==> src/rtl/hc_pkg.sv <==
`timescale 1ns / 1ps
`default_nettype none

package hc_pkg;

	// alphabet size and fixed field widths
	localparam int MODULUS  = 26;
	localparam int MAX_N    = 3;
	localparam int LETTER_W = 5;
	localparam int KEY_W    = 45;

	typedef logic [LETTER_W-1:0] letter_t;
	typedef letter_t [MAX_N-1:0] vec_t;
	typedef vec_t [MAX_N-1:0]    mat_t;

	// one block on its way down the cell row
	typedef struct packed {
		logic dec;
		logic err;
		vec_t letter;
		vec_t acc;
	} item_t;

	// key state handed from the derivation unit to the datapath
	typedef struct packed {
		mat_t key_m;
		mat_t inv_m;
		logic invertible;
		logic busy;
	} key_state_t;

	// x mod 26 for x below 2048: reciprocal estimate, then one correction
	function automatic letter_t mod26_f(input logic [10:0] x);
		logic [17:0] prod;
		logic [6:0]  q;
		logic [10:0] rem;
		prod = 18'(x) * 18'd78;
		q    = prod[17:11];
		rem  = x - (11'(q) * 11'(MODULUS));
		if (rem >= 11'(MODULUS)) begin
			rem = rem - 11'(MODULUS);
		end
		return rem[LETTER_W-1:0];
	endfunction

	// fold a raw five-bit value into 0..25
	function automatic letter_t reduce_f(input letter_t x);
		return (x >= letter_t'(MODULUS)) ? letter_t'(x - letter_t'(MODULUS)) : x;
	endfunction

	// multiplicative inverse mod 26, zero for non-units
	function automatic letter_t unit_inv_f(input letter_t d);
		letter_t r;
		unique case (d)
			5'd1:    r = 5'd1;
			5'd3:    r = 5'd9;
			5'd5:    r = 5'd21;
			5'd7:    r = 5'd15;
			5'd9:    r = 5'd3;
			5'd11:   r = 5'd19;
			5'd15:   r = 5'd7;
			5'd17:   r = 5'd23;
			5'd19:   r = 5'd11;
			5'd21:   r = 5'd5;
			5'd23:   r = 5'd17;
			5'd25:   r = 5'd25;
			default: r = 5'd0;
		endcase
		return r;
	endfunction

endpackage

`default_nettype wire

==> src/rtl/hc_if.sv <==
`timescale 1ns / 1ps
`default_nettype none

// block channel: mode and three letters
interface hc_blk_if;
	logic              valid;
	logic              ready;
	logic              mode;
	hc_pkg::letter_t   letter_0;
	hc_pkg::letter_t   letter_1;
	hc_pkg::letter_t   letter_2;

	modport source (output valid, mode, letter_0, letter_1, letter_2, input ready);
	modport sink   (input valid, mode, letter_0, letter_1, letter_2, output ready);
endinterface

// result channel: three letters and status
interface hc_res_if;
	logic              valid;
	logic              ready;
	hc_pkg::letter_t   out_letter_0;
	hc_pkg::letter_t   out_letter_1;
	hc_pkg::letter_t   out_letter_2;
	logic              status;

	modport source (output valid, out_letter_0, out_letter_1, out_letter_2, status,
		input ready);
	modport sink   (input valid, out_letter_0, out_letter_1, out_letter_2, status,
		output ready);
endinterface

`default_nettype wire

==> src/rtl/hc_key_derive.sv <==
`timescale 1ns / 1ps
`default_nettype none

module hc_key_derive #(
	parameter int BLOCK_SIZE = 3
) (
	input  wire logic                   clk,
	input  wire logic                   arst_n,
	input  wire logic                   cfg_we,
	input  wire logic [hc_pkg::KEY_W-1:0] cfg_data,
	output hc_pkg::key_state_t          key_state
);

	localparam int NB = (BLOCK_SIZE < 2) ? 2 : ((BLOCK_SIZE > 3) ? 3 : BLOCK_SIZE);

	hc_pkg::mat_t    key_m_q;
	hc_pkg::mat_t    cof_c;
	hc_pkg::mat_t    cof_s2;
	hc_pkg::mat_t    cof_s3;
	hc_pkg::letter_t det_c;
	hc_pkg::letter_t dinv_s3;
	hc_pkg::mat_t    inv_q;
	logic            invertible_q;
	logic            v_s1;
	logic            v_s2;
	logic            v_s3;

	// key register: entries folded into 0..25, identity after reset
	always_ff @(posedge clk or negedge arst_n) begin
		if (!arst_n) begin
			for (int r = 0; r < hc_pkg::MAX_N; r++) begin
				for (int c = 0; c < hc_pkg::MAX_N; c++) begin
					key_m_q[r][c] <= (r == c && r < NB) ? 5'd1 : 5'd0;
				end
			end
		end else if (cfg_we) begin
			for (int r = 0; r < hc_pkg::MAX_N; r++) begin
				for (int c = 0; c < hc_pkg::MAX_N; c++) begin
					if (r < NB && c < NB) begin
						key_m_q[r][c] <= hc_pkg::reduce_f(
							cfg_data[hc_pkg::LETTER_W*(r*NB+c) +: hc_pkg::LETTER_W]);
					end else begin
						key_m_q[r][c] <= 5'd0;
					end
				end
			end
		end
	end

	// cofactors of the key
	generate
		if (NB == 2) begin : g_cof2
			always_comb begin
				cof_c = '0;
				cof_c[0][0] = key_m_q[1][1];
				cof_c[0][1] = hc_pkg::mod26_f(11'(hc_pkg::MODULUS) - 11'(key_m_q[1][0]));
				cof_c[1][0] = hc_pkg::mod26_f(11'(hc_pkg::MODULUS) - 11'(key_m_q[0][1]));
				cof_c[1][1] = key_m_q[0][0];
			end
		end else begin : g_cof3
			for (genvar r = 0; r < 3; r++) begin : g_r
				for (genvar c = 0; c < 3; c++) begin : g_c
					localparam int R1 = (r + 1) % 3;
					localparam int R2 = (r + 2) % 3;
					localparam int C1 = (c + 1) % 3;
					localparam int C2 = (c + 2) % 3;
					logic [9:0] pa;
					logic [9:0] pb;
					assign pa = 10'(key_m_q[R1][C1]) * 10'(key_m_q[R2][C2]);
					assign pb = 10'(key_m_q[R1][C2]) * 10'(key_m_q[R2][C1]);
					assign cof_c[r][c] = hc_pkg::mod26_f(11'(pa) + 11'd676 - 11'(pb));
				end
			end
		end
	endgenerate

	// determinant along the first row, then its inverse
	always_comb begin
		logic [10:0] sum;
		sum = '0;
		for (int c = 0; c < hc_pkg::MAX_N; c++) begin
			sum = sum + 11'(10'(key_m_q[0][c]) * 10'(cof_s2[0][c]));
		end
		det_c = hc_pkg::mod26_f(sum);
	end

	// derivation pipeline
	always_ff @(posedge clk) begin
		cof_s2  <= cof_c;
		cof_s3  <= cof_s2;
		dinv_s3 <= hc_pkg::unit_inv_f(det_c);
	end

	always_ff @(posedge clk or negedge arst_n) begin
		if (!arst_n) begin
			v_s1 <= 1'b0;
			v_s2 <= 1'b0;
			v_s3 <= 1'b0;
		end else begin
			v_s1 <= cfg_we;
			v_s2 <= v_s1;
			v_s3 <= v_s2;
		end
	end

	// inverse key: transposed cofactors times inverse determinant
	always_ff @(posedge clk or negedge arst_n) begin
		if (!arst_n) begin
			invertible_q <= 1'b1;
			for (int r = 0; r < hc_pkg::MAX_N; r++) begin
				for (int c = 0; c < hc_pkg::MAX_N; c++) begin
					inv_q[r][c] <= (r == c && r < NB) ? 5'd1 : 5'd0;
				end
			end
		end else if (v_s3) begin
			invertible_q <= (dinv_s3 != 5'd0);
			for (int r = 0; r < hc_pkg::MAX_N; r++) begin
				for (int c = 0; c < hc_pkg::MAX_N; c++) begin
					inv_q[r][c] <= hc_pkg::mod26_f(11'(10'(cof_s3[c][r]) * 10'(dinv_s3)));
				end
			end
		end
	end

	assign key_state.key_m      = key_m_q;
	assign key_state.inv_m      = inv_q;
	assign key_state.invertible = invertible_q;
	assign key_state.busy       = v_s1 | v_s2 | v_s3;

endmodule

`default_nettype wire

==> src/rtl/hc_cell.sv <==
`timescale 1ns / 1ps
`default_nettype none

module hc_cell #(
	parameter int COL = 0
) (
	input  wire logic          clk,
	input  wire logic          arst_n,
	input  wire logic          up_valid,
	output logic               up_ready,
	input  wire hc_pkg::item_t up_data,
	output logic               dn_valid,
	input  wire logic          dn_ready,
	output hc_pkg::item_t      dn_data,
	input  wire hc_pkg::vec_t  enc_col,
	input  wire hc_pkg::vec_t  dec_col
);

	logic          valid_q;
	hc_pkg::item_t data_q;
	hc_pkg::item_t next_c;

	// take a new item when empty or when the neighbor takes ours
	assign up_ready = !valid_q || dn_ready;

	// add this column's share to every row sum
	always_comb begin
		hc_pkg::vec_t sel;
		sel    = up_data.dec ? dec_col : enc_col;
		next_c = up_data;
		for (int r = 0; r < hc_pkg::MAX_N; r++) begin
			next_c.acc[r] = hc_pkg::mod26_f(11'(up_data.acc[r]) +
				11'(10'(sel[r]) * 10'(up_data.letter[COL])));
		end
	end

	always_ff @(posedge clk or negedge arst_n) begin
		if (!arst_n) begin
			valid_q <= 1'b0;
		end else if (up_ready) begin
			valid_q <= up_valid;
		end
	end

	always_ff @(posedge clk) begin
		if (up_valid && up_ready) begin
			data_q <= next_c;
		end
	end

	assign dn_valid = valid_q;
	assign dn_data  = data_q;

endmodule

`default_nettype wire

==> src/rtl/hill_cipher_block.sv <==
`timescale 1ns / 1ps
`default_nettype none

// Hill cipher engine, one block of BLOCK_SIZE letters (a=0 .. z=25) per transfer.
// blk carries mode (0 encrypt, 1 decrypt) and letter_0..letter_2; res carries
// out_letter_0..out_letter_2 and status (1: decrypt with a key that has no
// inverse mod 26, letters then zero). Unused letter fields are ignored / zero.
// Datapath is a row of NB cells (BLOCK_SIZE clamped to 2..3), one per key column;
// each cell adds its column's products to the row sums and hands the block on;
// one block is taken every cycle while res keeps up and no key is being derived.
// The last cell's register drives res; if res stalls, the row fills up behind it
// and blk.ready drops only once every cell holds a block.
// A write on cfg_we loads the key; the inverse is derived by a three-stage
// pipeline and blk.ready is low while that derivation runs.
// Reset loads the identity key (and identity inverse), so both modes pass the
// letters through until a key is written.
module hill_cipher_block #(
	parameter int BLOCK_SIZE = 3
) (
	input  wire logic                     clk,
	input  wire logic                     arst_n,
	input  wire logic                     cfg_we,
	input  wire logic [hc_pkg::KEY_W-1:0] cfg_data,
	hc_blk_if.sink                        blk,
	hc_res_if.source                      res
);

	localparam int NB = (BLOCK_SIZE < 2) ? 2 : ((BLOCK_SIZE > 3) ? 3 : BLOCK_SIZE);

	hc_pkg::key_state_t key_state;
	logic               link_valid [NB+1];
	logic               link_ready [NB+1];
	hc_pkg::item_t      link_data  [NB+1];
	hc_pkg::item_t      last_item;

	// key register and inverse derivation
	hc_key_derive #(
		.BLOCK_SIZE (BLOCK_SIZE)
	) u_derive (
		.clk       (clk),
		.arst_n    (arst_n),
		.cfg_we    (cfg_we),
		.cfg_data  (cfg_data),
		.key_state (key_state)
	);

	// entry: fold letters, flag decrypt with a singular key
	assign link_valid[0] = blk.valid && !key_state.busy;
	assign blk.ready     = link_ready[0] && !key_state.busy;

	always_comb begin
		link_data[0]           = '0;
		link_data[0].dec       = blk.mode;
		link_data[0].err       = blk.mode && !key_state.invertible;
		link_data[0].letter[0] = hc_pkg::reduce_f(blk.letter_0);
		link_data[0].letter[1] = hc_pkg::reduce_f(blk.letter_1);
		link_data[0].letter[2] = (NB > 2) ? hc_pkg::reduce_f(blk.letter_2) : 5'd0;
	end

	// row of column cells
	generate
		for (genvar c = 0; c < NB; c++) begin : g_cell
			hc_pkg::vec_t enc_col;
			hc_pkg::vec_t dec_col;
			for (genvar r = 0; r < hc_pkg::MAX_N; r++) begin : g_tap
				assign enc_col[r] = key_state.key_m[r][c];
				assign dec_col[r] = key_state.inv_m[r][c];
			end
			hc_cell #(
				.COL (c)
			) u_cell (
				.clk      (clk),
				.arst_n   (arst_n),
				.up_valid (link_valid[c]),
				.up_ready (link_ready[c]),
				.up_data  (link_data[c]),
				.dn_valid (link_valid[c+1]),
				.dn_ready (link_ready[c+1]),
				.dn_data  (link_data[c+1]),
				.enc_col  (enc_col),
				.dec_col  (dec_col)
			);
		end
	endgenerate

	// result side, letters cleared on error
	assign last_item      = link_data[NB];
	assign res.valid      = link_valid[NB];
	assign link_ready[NB] = res.ready;
	assign res.status     = last_item.err;
	assign res.out_letter_0 = last_item.err ? 5'd0 : last_item.acc[0];
	assign res.out_letter_1 = last_item.err ? 5'd0 : last_item.acc[1];
	assign res.out_letter_2 = last_item.err ? 5'd0 : last_item.acc[2];

	// no block enters while the inverse is being derived
	assert property (@(posedge clk) disable iff (!arst_n)
		key_state.busy |-> !blk.ready)
		else $error("block taken during key derivation");

	// error results carry zero letters
	assert property (@(posedge clk) disable iff (!arst_n)
		(res.valid && res.status) |->
		(res.out_letter_0 == 5'd0 && res.out_letter_1 == 5'd0 && res.out_letter_2 == 5'd0))
		else $error("error result with nonzero letters");

	// error only for decrypt with a singular key
	assert property (@(posedge clk) disable iff (!arst_n)
		(res.valid && res.status) |-> (last_item.dec && !key_state.invertible))
		else $error("error status without singular decrypt key");

	// encrypt never reports an error
	assert property (@(posedge clk) disable iff (!arst_n)
		(res.valid && !last_item.dec) |-> !res.status)
		else $error("error status on encrypt");

endmodule

`default_nettype wire
==> src/flat_wrapper.sv <==
// flat-port wrapper written by rule: the top's interface ports become plain ports
module hill_cipher_block_flat 
#(
	parameter int BLOCK_SIZE = 3
)
  (clk, arst_n, cfg_we, cfg_data, blk_valid, blk_mode, blk_letter_0, blk_letter_1, blk_letter_2, blk_ready, res_valid, res_out_letter_0, res_out_letter_1, res_out_letter_2, res_status, res_ready);
  hc_blk_if blk_i ();
  hc_res_if res_i ();
  input  wire logic clk;
  input  wire logic arst_n;
  input  wire logic cfg_we;
  input  wire logic [hc_pkg::KEY_W-1:0] cfg_data;
  input wire logic [$bits(blk_i.valid)-1:0] blk_valid;
  input wire logic [$bits(blk_i.mode)-1:0] blk_mode;
  input wire logic [$bits(blk_i.letter_0)-1:0] blk_letter_0;
  input wire logic [$bits(blk_i.letter_1)-1:0] blk_letter_1;
  input wire logic [$bits(blk_i.letter_2)-1:0] blk_letter_2;
  output wire logic [$bits(blk_i.ready)-1:0] blk_ready;
  output wire logic [$bits(res_i.valid)-1:0] res_valid;
  output wire logic [$bits(res_i.out_letter_0)-1:0] res_out_letter_0;
  output wire logic [$bits(res_i.out_letter_1)-1:0] res_out_letter_1;
  output wire logic [$bits(res_i.out_letter_2)-1:0] res_out_letter_2;
  output wire logic [$bits(res_i.status)-1:0] res_status;
  input wire logic [$bits(res_i.ready)-1:0] res_ready;
  assign blk_i.valid = blk_valid;
  assign blk_i.mode = blk_mode;
  assign blk_i.letter_0 = blk_letter_0;
  assign blk_i.letter_1 = blk_letter_1;
  assign blk_i.letter_2 = blk_letter_2;
  assign blk_ready = blk_i.ready;
  assign res_valid = res_i.valid;
  assign res_out_letter_0 = res_i.out_letter_0;
  assign res_out_letter_1 = res_i.out_letter_1;
  assign res_out_letter_2 = res_i.out_letter_2;
  assign res_status = res_i.status;
  assign res_i.ready = res_ready;
  hill_cipher_block #(.BLOCK_SIZE(BLOCK_SIZE)) u_core (.clk(clk), .arst_n(arst_n), .cfg_we(cfg_we), .cfg_data(cfg_data), .blk(blk_i), .res(res_i));
endmodule
==> config.mk <==
export PLATFORM = sky130hd
export DESIGN_NAME = hill_cipher_block_flat
export DESIGN_NICKNAME = d
export VERILOG_FILES = /design/src/rtl/hc_pkg.sv /design/src/rtl/hc_if.sv /design/src/rtl/hc_key_derive.sv /design/src/rtl/hc_cell.sv /design/src/rtl/hill_cipher_block.sv /design/src/flat_wrapper.sv
export SDC_FILE = /design/constraint.sdc
export NUM_CORES = 2
export LEC_CHECK = 0
export BUFFER_PORTS_ARGS = -buffer_cell sky130_fd_sc_hd__buf_2
export CORE_ASPECT_RATIO = 1.2
export CORE_MARGIN = 2
export CORE_UTILIZATION = 60
export CTS_CLUSTER_DIAMETER = 200
export DETAILED_ROUTE_END_ITERATION = 6
export GPL_ROUTABILITY_DRIVEN = 0
export PLACE_DENSITY = 0.76
export SLEW_MARGIN = 20
export SYNTH_ARGS = -nofsm -noshare
export SYNTH_HDL_FRONTEND = slang
export SYNTH_SLANG_ARGS = --single-unit
==> constraint.sdc <==
create_clock -name clk -period 17.5 [get_ports clk]
set_input_delay 3.5 -clock clk [delete_from_list [all_inputs] [get_ports clk]]
set_output_delay 3.5 -clock clk [all_outputs]
set_load 0.01 [all_outputs]
# Yosys cells after proc, flatten, opt, wreduce, memory -nomap -nowiden

Memory sizes are Yosys's and may differ from the RTL's. A register that Yosys moved wholly into a read port is not among the register bits.
Cells that the tools add are included.

Add/subtract/negate cells: 94
Multipliers: 95
Div/mod/pow operators: 0
Order comparisons: 40
Equal/unequal tests: 0
Shifts and indexed selects: 0
Multiplexer cells: 46
Bitwise operators: 2
Reduce and logical (&&, ||, !) cells: 15

Operators with widths:

| operator                                             | count |
|---|---|
| multiplier 5 x 5 -> 10 bit                           | 39 |
| >= comparator 11 x 5 -> 1 bit, second input constant | 28 |
| multiplier 11 x 6 -> 17 bit, second input constant   | 16 |
| 2-to-1 mux 5 bit                                     | 43 |
| subtractor 5 bit, second input constant              | 40 |
| multiplier 10 x 6 -> 16 bit, second input constant   | 12 |
| subtractor 11 bit                                    | 16 |
| multiplier 7 x 4 -> 10 bit, second input constant    | 16 |
| subtractor 10 x 11 -> 11 bit                         | 12 |
| multiplier 6 x 4 -> 10 bit, second input constant    | 12 |
| adder 10 x 10 -> 11 bit, second input constant       | 9 |
| subtractor 11 x 10 -> 11 bit                         | 9 |
| adder 5 x 10 -> 11 bit                               | 6 |
| >= comparator 5 bit, second input constant           | 12 |
| 2-to-1 mux 15 bit                                    | 3 |
| adder 10 x 10 -> 11 bit                              | 1 |
| adder 11 x 10 -> 11 bit                              | 1 |
| logical AND 1 bit                                    | 6 |
| zero test 1 bit                                      | 5 |
| nonzero test 5 bit                                   | 1 |
| logical OR 1 bit                                     | 3 |
| OR 1 bit                                             | 2 |

Register bits after elaboration: 252
Bits in latches: 0
Memory bits (writable): 0
ROM bits: 160
Input bits: 66
Memories kept: 1

Memories:

| memory          | words | width | rd ports | clocked after Yosys merged registers in | write ports | RTL line     | RTL |
|---|---|---|---|---|---|---|---|
| (no name shown) | 32    | 5     | 1        | 1                                       | 0           | hc_pkg.sv:54 | `unique case (d)` |

# Depth between registers and ports, before layout

Word-level depth: 8
Depth in mapped cells: 51
Gate-level depth less buffers: 49

# Modules after synthesis

Synthesis repeated with hierarchy kept, for this count alone.

Cells, all modules: 10831
Area total of the unflattened synthesis: 95915.7 um^2

Modules (own cells, without submodules):

| module            | instances | cells an instance | area an instance (um^2) | sequential area each (um^2) |
|---|---|---|---|---|
| hc_key_derive     | 1         | 7496              | 65769.3                 | 4262.8 |
| hc_cell           | 3         | 1091              | 9915.8                  | 985.9 |
| hill_cipher_block | 1         | 62                | 399.1                   | 0.0 |

# Worst setup path after synthesis

Ideal clock, no wire load.

Kind: input to register
From: input blk_mode
To: register u_core.g_cell[0].u_cell.data_q (netlist bit u_core.g_cell[0].u_cell.dn_data[4]) (data pin)
Data arrival time: 13.236 ns
Required time: 17.232 ns
Setup slack: 3.996 ns
Cell stages on the path: 41
Buffers on the path: 2
Path through: clkbuf_1 clkbuf_1 mux2i_1 or2_2 fa_1 fa_1 fa_1 inv_1 ha_1 a21oi_1 o21bai_1 a21o_1 a21oi_1 xnor2_1 fa_1 ha_1 inv_1 fa_1 [5 not listed] o21ai_0 and2_1 or2_2 fa_1 inv_1 ha_1 a21o_1 a21oi_1 o21bai_1 a21oi_1 xor2_1 ha_1 nor2_1 xnor2_1 xnor2_1 o2111a_1 a211oi_1 xor2_1

RTL lines:

| item                 | RTL line           | RTL |
|---|---|---|
| start, declared      | flat_wrapper.sv:14 | `input wire logic [$bits(blk_i.mode)-1:0] blk_mode;` |
| end signal, assigned | hc_cell.sv:47      | `data_q <= next_c;` |
| end, declared        | hc_cell.sv:20      | `hc_pkg::item_t data_q;` |

==> metrics.md <==
| Metric | Value |
|---|---|
| Met3 wire len | `10,660 um` |
| Initial antenna violation count | `16` |
| Mapped cell area | `0.09217 mm2` |
| #FFs+latches synth | `257` |
| Normalized max-slew margin | `20.62%` |
| Async SR Flop Fraction | `37.74%` |
| Post-DP HPWL | `175,700 um` |
| Synthesized area per cell | `between 8 and 9 um2` |
| Max Cap Viol | `0` |
| Critical R2R Launch | `u_core.u_derive.key_state[57]` |
| Fillers | `12,639` |
| CP endpoint | `u_core.g_cell[0].u_cell.dn_data[4]` |
| WHS | `0.3244 ns` |
| Core Rows | `around 160` |
| H-Tree Level Count | `2` |
| Slew @ Worst Pin | `1.191 ns` |
| Layout area overhead | `4.405%` |
| Vias per Instance | `5.495` |
| Share of Yosys cell area claimed by the top area cell type | `28.60%` |
| WL/cell | `16.59 um` |
| Final Cycle Share | `78.27%` |
| Initial Utilization | `between 60 and 70%` |
| WL met1 | `between 80,000 and 90,000 um` |
| Hold Crit Class | `reg2reg` |
| Synth unique cells | `91` |
| TritonCTS clock tree | `yes` |
| Die area | `0.1568 mm2` |
| Critical Path RT | `17.86 ns` |
| Startpoint Class | `primary input` |
| Nets@finish | `between 10,000 and 15,000` |
| DRT Pass-1 Iters | `6` |
| Share of layout cells above drive strength 1 | `3.123%` |
| Clock root cell | `clkbuf_16` |
| DR top layer | `met5` |
| Main synth FF type | `dfxtp_1` |
| Cells after Synth | `10,516` |
| Max Clk Rate | `73.01 MHz` |
| Setup Viol. Count Final | `0` |
| Post-CTS setup buffers | `0` |
| Worst path depth | `44` |
| Antenna violation net count after detailed routing | `0` |
| Fin. Hold Viols | `0` |
| Setup total negative slack | `0 ns` |
| Cells on worst reg2reg path | `47` |
| First-pass GRT wire length | `351,200 um` |
| DRC violations left | `0` |
| Post-Syn Nets | `roughly 14,000` |
| Largest area contributor in the netlist | `ha_1` |
| Worst Setup End Kind | `flip-flop` |
| Origin of the worst setup path | `blk_letter_0[1]` |
| Largest cells by area after synthesis | `ha_1, fa_1, inv_1` |
| Largest net degree at the start of global routing | `74` |
| Slew Viols, Final | `0` |
| Yosys warns | `0` |
| Core Region | `between 0.15 and 0.2 mm2` |
| Arrival time at the worst endpoint | `14.05 ns` |
| Starting DRT DRC Count | `3,132` |
| IO buf count | `between 80 and 90` |
| Hold_buf cts | `0` |
| Crit path max fanout | `15` |
| DR WL met2 | `103,200 um` |
| Vias | `69,027` |
| Post-synth EDFFs | `65` |
| GRT overflow | `0` |
| Ports | `84` |
| Worst skew pair latency | `0.62 ns` |
| CTS Buf Count | `37` |
| CTS resizes | `0` |
| Status | `complete, no violations` |
| Critical path class | `in2reg` |
| Drt total wl | `208,400 um` |
| Setup Skew | `about 0.028 ns` |
| Sink Count | `257` |
| Worst path slowest cell | `xnor2_1` |
| Commonest non-fill, non-tap cell in the layout | `inv_1` |
| Slowest stage delay, CP | `0.59 ns` |
| CP top delay family | `adder cells` |
| Most frequent cells in the layout | `inv_1, ha_1, fa_1` |
| Clock Pin Slew Worst Setup and Hold Paths | `0.06 ns` |
| Gr usage total | `a little over a quarter` |
| Vias in the first global route | `about 73,000` |
| Worst Path Buf+Inv | `7` |
| Clock Path Buffers | `3` |
| Chip Width | `361.8 um` |
| Die height | `~430 um` |
| RSZ-0062 raised after global routing | `false` |
| Seq/Total Area, Yosys | `just under 7%` |
| Flop-to-flop setup slack | `approximately 4.3 ns` |
| Reg2Reg Capture Point | `u_core.u_derive.dinv_s3[2]` |
| Fin crit period | `13.70 ns` |
[worst register-to-register path, delay by kind of cell, from the launching register on]
family,cells,cell delay [ns]
flip-flops,1,0.72
XOR/XNOR,3,0.78
multiplexers,1,0.43
adder cells (fa/ha/maj),16,6.69
AO/OA/AOI/OAI,11,2.45
buffers and inverters,12,1.17
AND/OR/NAND/NOR,4,0.91
[sequential cells by signal, indices dropped and copies added, names as in the netlist]
register,cells
u_core.u_derive.key_state,90
u_core.g_cell.u_cell.dn_data,65
u_core.u_derive.cof_s2,45
u_core.u_derive.cof_s3,45
u_core.u_derive.dinv_s3,5
u_core.g_cell.u_cell.dn_valid,3
u_core.u_derive.invertible_q,1
u_core.u_derive.v_s1,1
u_core.u_derive.v_s2,1
u_core.u_derive.v_s3,1
[synth_stat cells (90+ instances only)]
master / count
o21ai_0: 278
inv_1: 2655
xor2_1: 234
o21bai_1: 108
nor2_1: 503
ha_1: 2107
nor2b_1: 178
dfxtp_1: 95
clkbuf_1: 142
and2_1: 534
a21oi_1: 454
nand2_1: 369
o21a_1: 147
a21o_1: 162
fa_1: 1103
xnor2_1: 454
dfrtp_1: 90
[layout make-up]
| cell class | count | area, um2 | area share, % |
|---|---|---|---|
| Clock inverter | 20 | 284.0 | 0.2951 |
| Tap cell | 1987 | 2486 | 2.583 |
| Sequential cell | 257 | 6295 | 6.541 |
| Multi-Input combinational cell | 7441 | 75300 | 78.25 |
| Clock buffer | 48 | 1030 | 1.070 |
| Timing Repair Buffer | 136 | 815.8 | 0.8477 |
| Antenna cell | 7 | 17.52 | 0.01820 |
| Inverter | 2665 | 10000 | 10.39 |
[worst min path at each step]
stage	startpoint	end	slack, ns	cells after the start
global placement	u_core.u_derive.cof_s2[40]	u_core.u_derive.cof_s3[40]	0.31	0
finish	u_core.u_derive.cof_s2[42]	u_core.u_derive.cof_s3[42]	0.32	0
detailed placement	u_core.u_derive.cof_s2[42]	u_core.u_derive.cof_s3[42]	0.31	0
CTS	u_core.u_derive.cof_s2[42]	u_core.u_derive.cof_s3[42]	0.33	0
floorplan	u_core.u_derive.cof_s2[15]	u_core.u_derive.cof_s3[15]	0.31	0
global route	u_core.u_derive.cof_s2[41]	u_core.u_derive.cof_s3[41]	0.33	0
[metal layers]
layer  track usage, %  vias to the layer above
li1                 -                    33340
met1            32.45                    33715
met2            49.38                     1446
met3            3.238                      514
met4            12.51                       12
met5                0                        -
[logic make-up (layout without fill, tap and decap cells)]
logic type / count (synthesis) / count (layout) / share of synthesized area, %
adders and majority gates: 3210 / 3210 / 52.56
buffers and inverters: 2818 / 2869 / 11.49
and+or+nand+nor: 1978 / 1978 / 11.02
AOI/OAI and AO/OA: 1457 / 1457 / 10.22
xor gates and xnor gates: 699 / 699 / 6.766
DFF: 257 / 257 / 6.824
muxes: 97 / 97 / 1.123
other: 0 / 7 / 0
[through the flow]
step | area [um2] | setup slack (ns) | utilization (%) | cells
floorplan | 92170 | 3.996 | - | 10516
global placement | 94890 | 3.381 | 62.17 | 12486
detailed placement | 94890 | 3.175 | 62.17 | 12486
CTS | 96200 | 3.827 | 63.03 | 12554
global route | 96210 | 3.180 | 63.04 | 12554
finish | 96230 | 3.803 | 63.05 | 12561
Power is left out: the tool's default activity adds up to more than one toggle a clock period on the data nets, which glitch-free logic cannot reach.
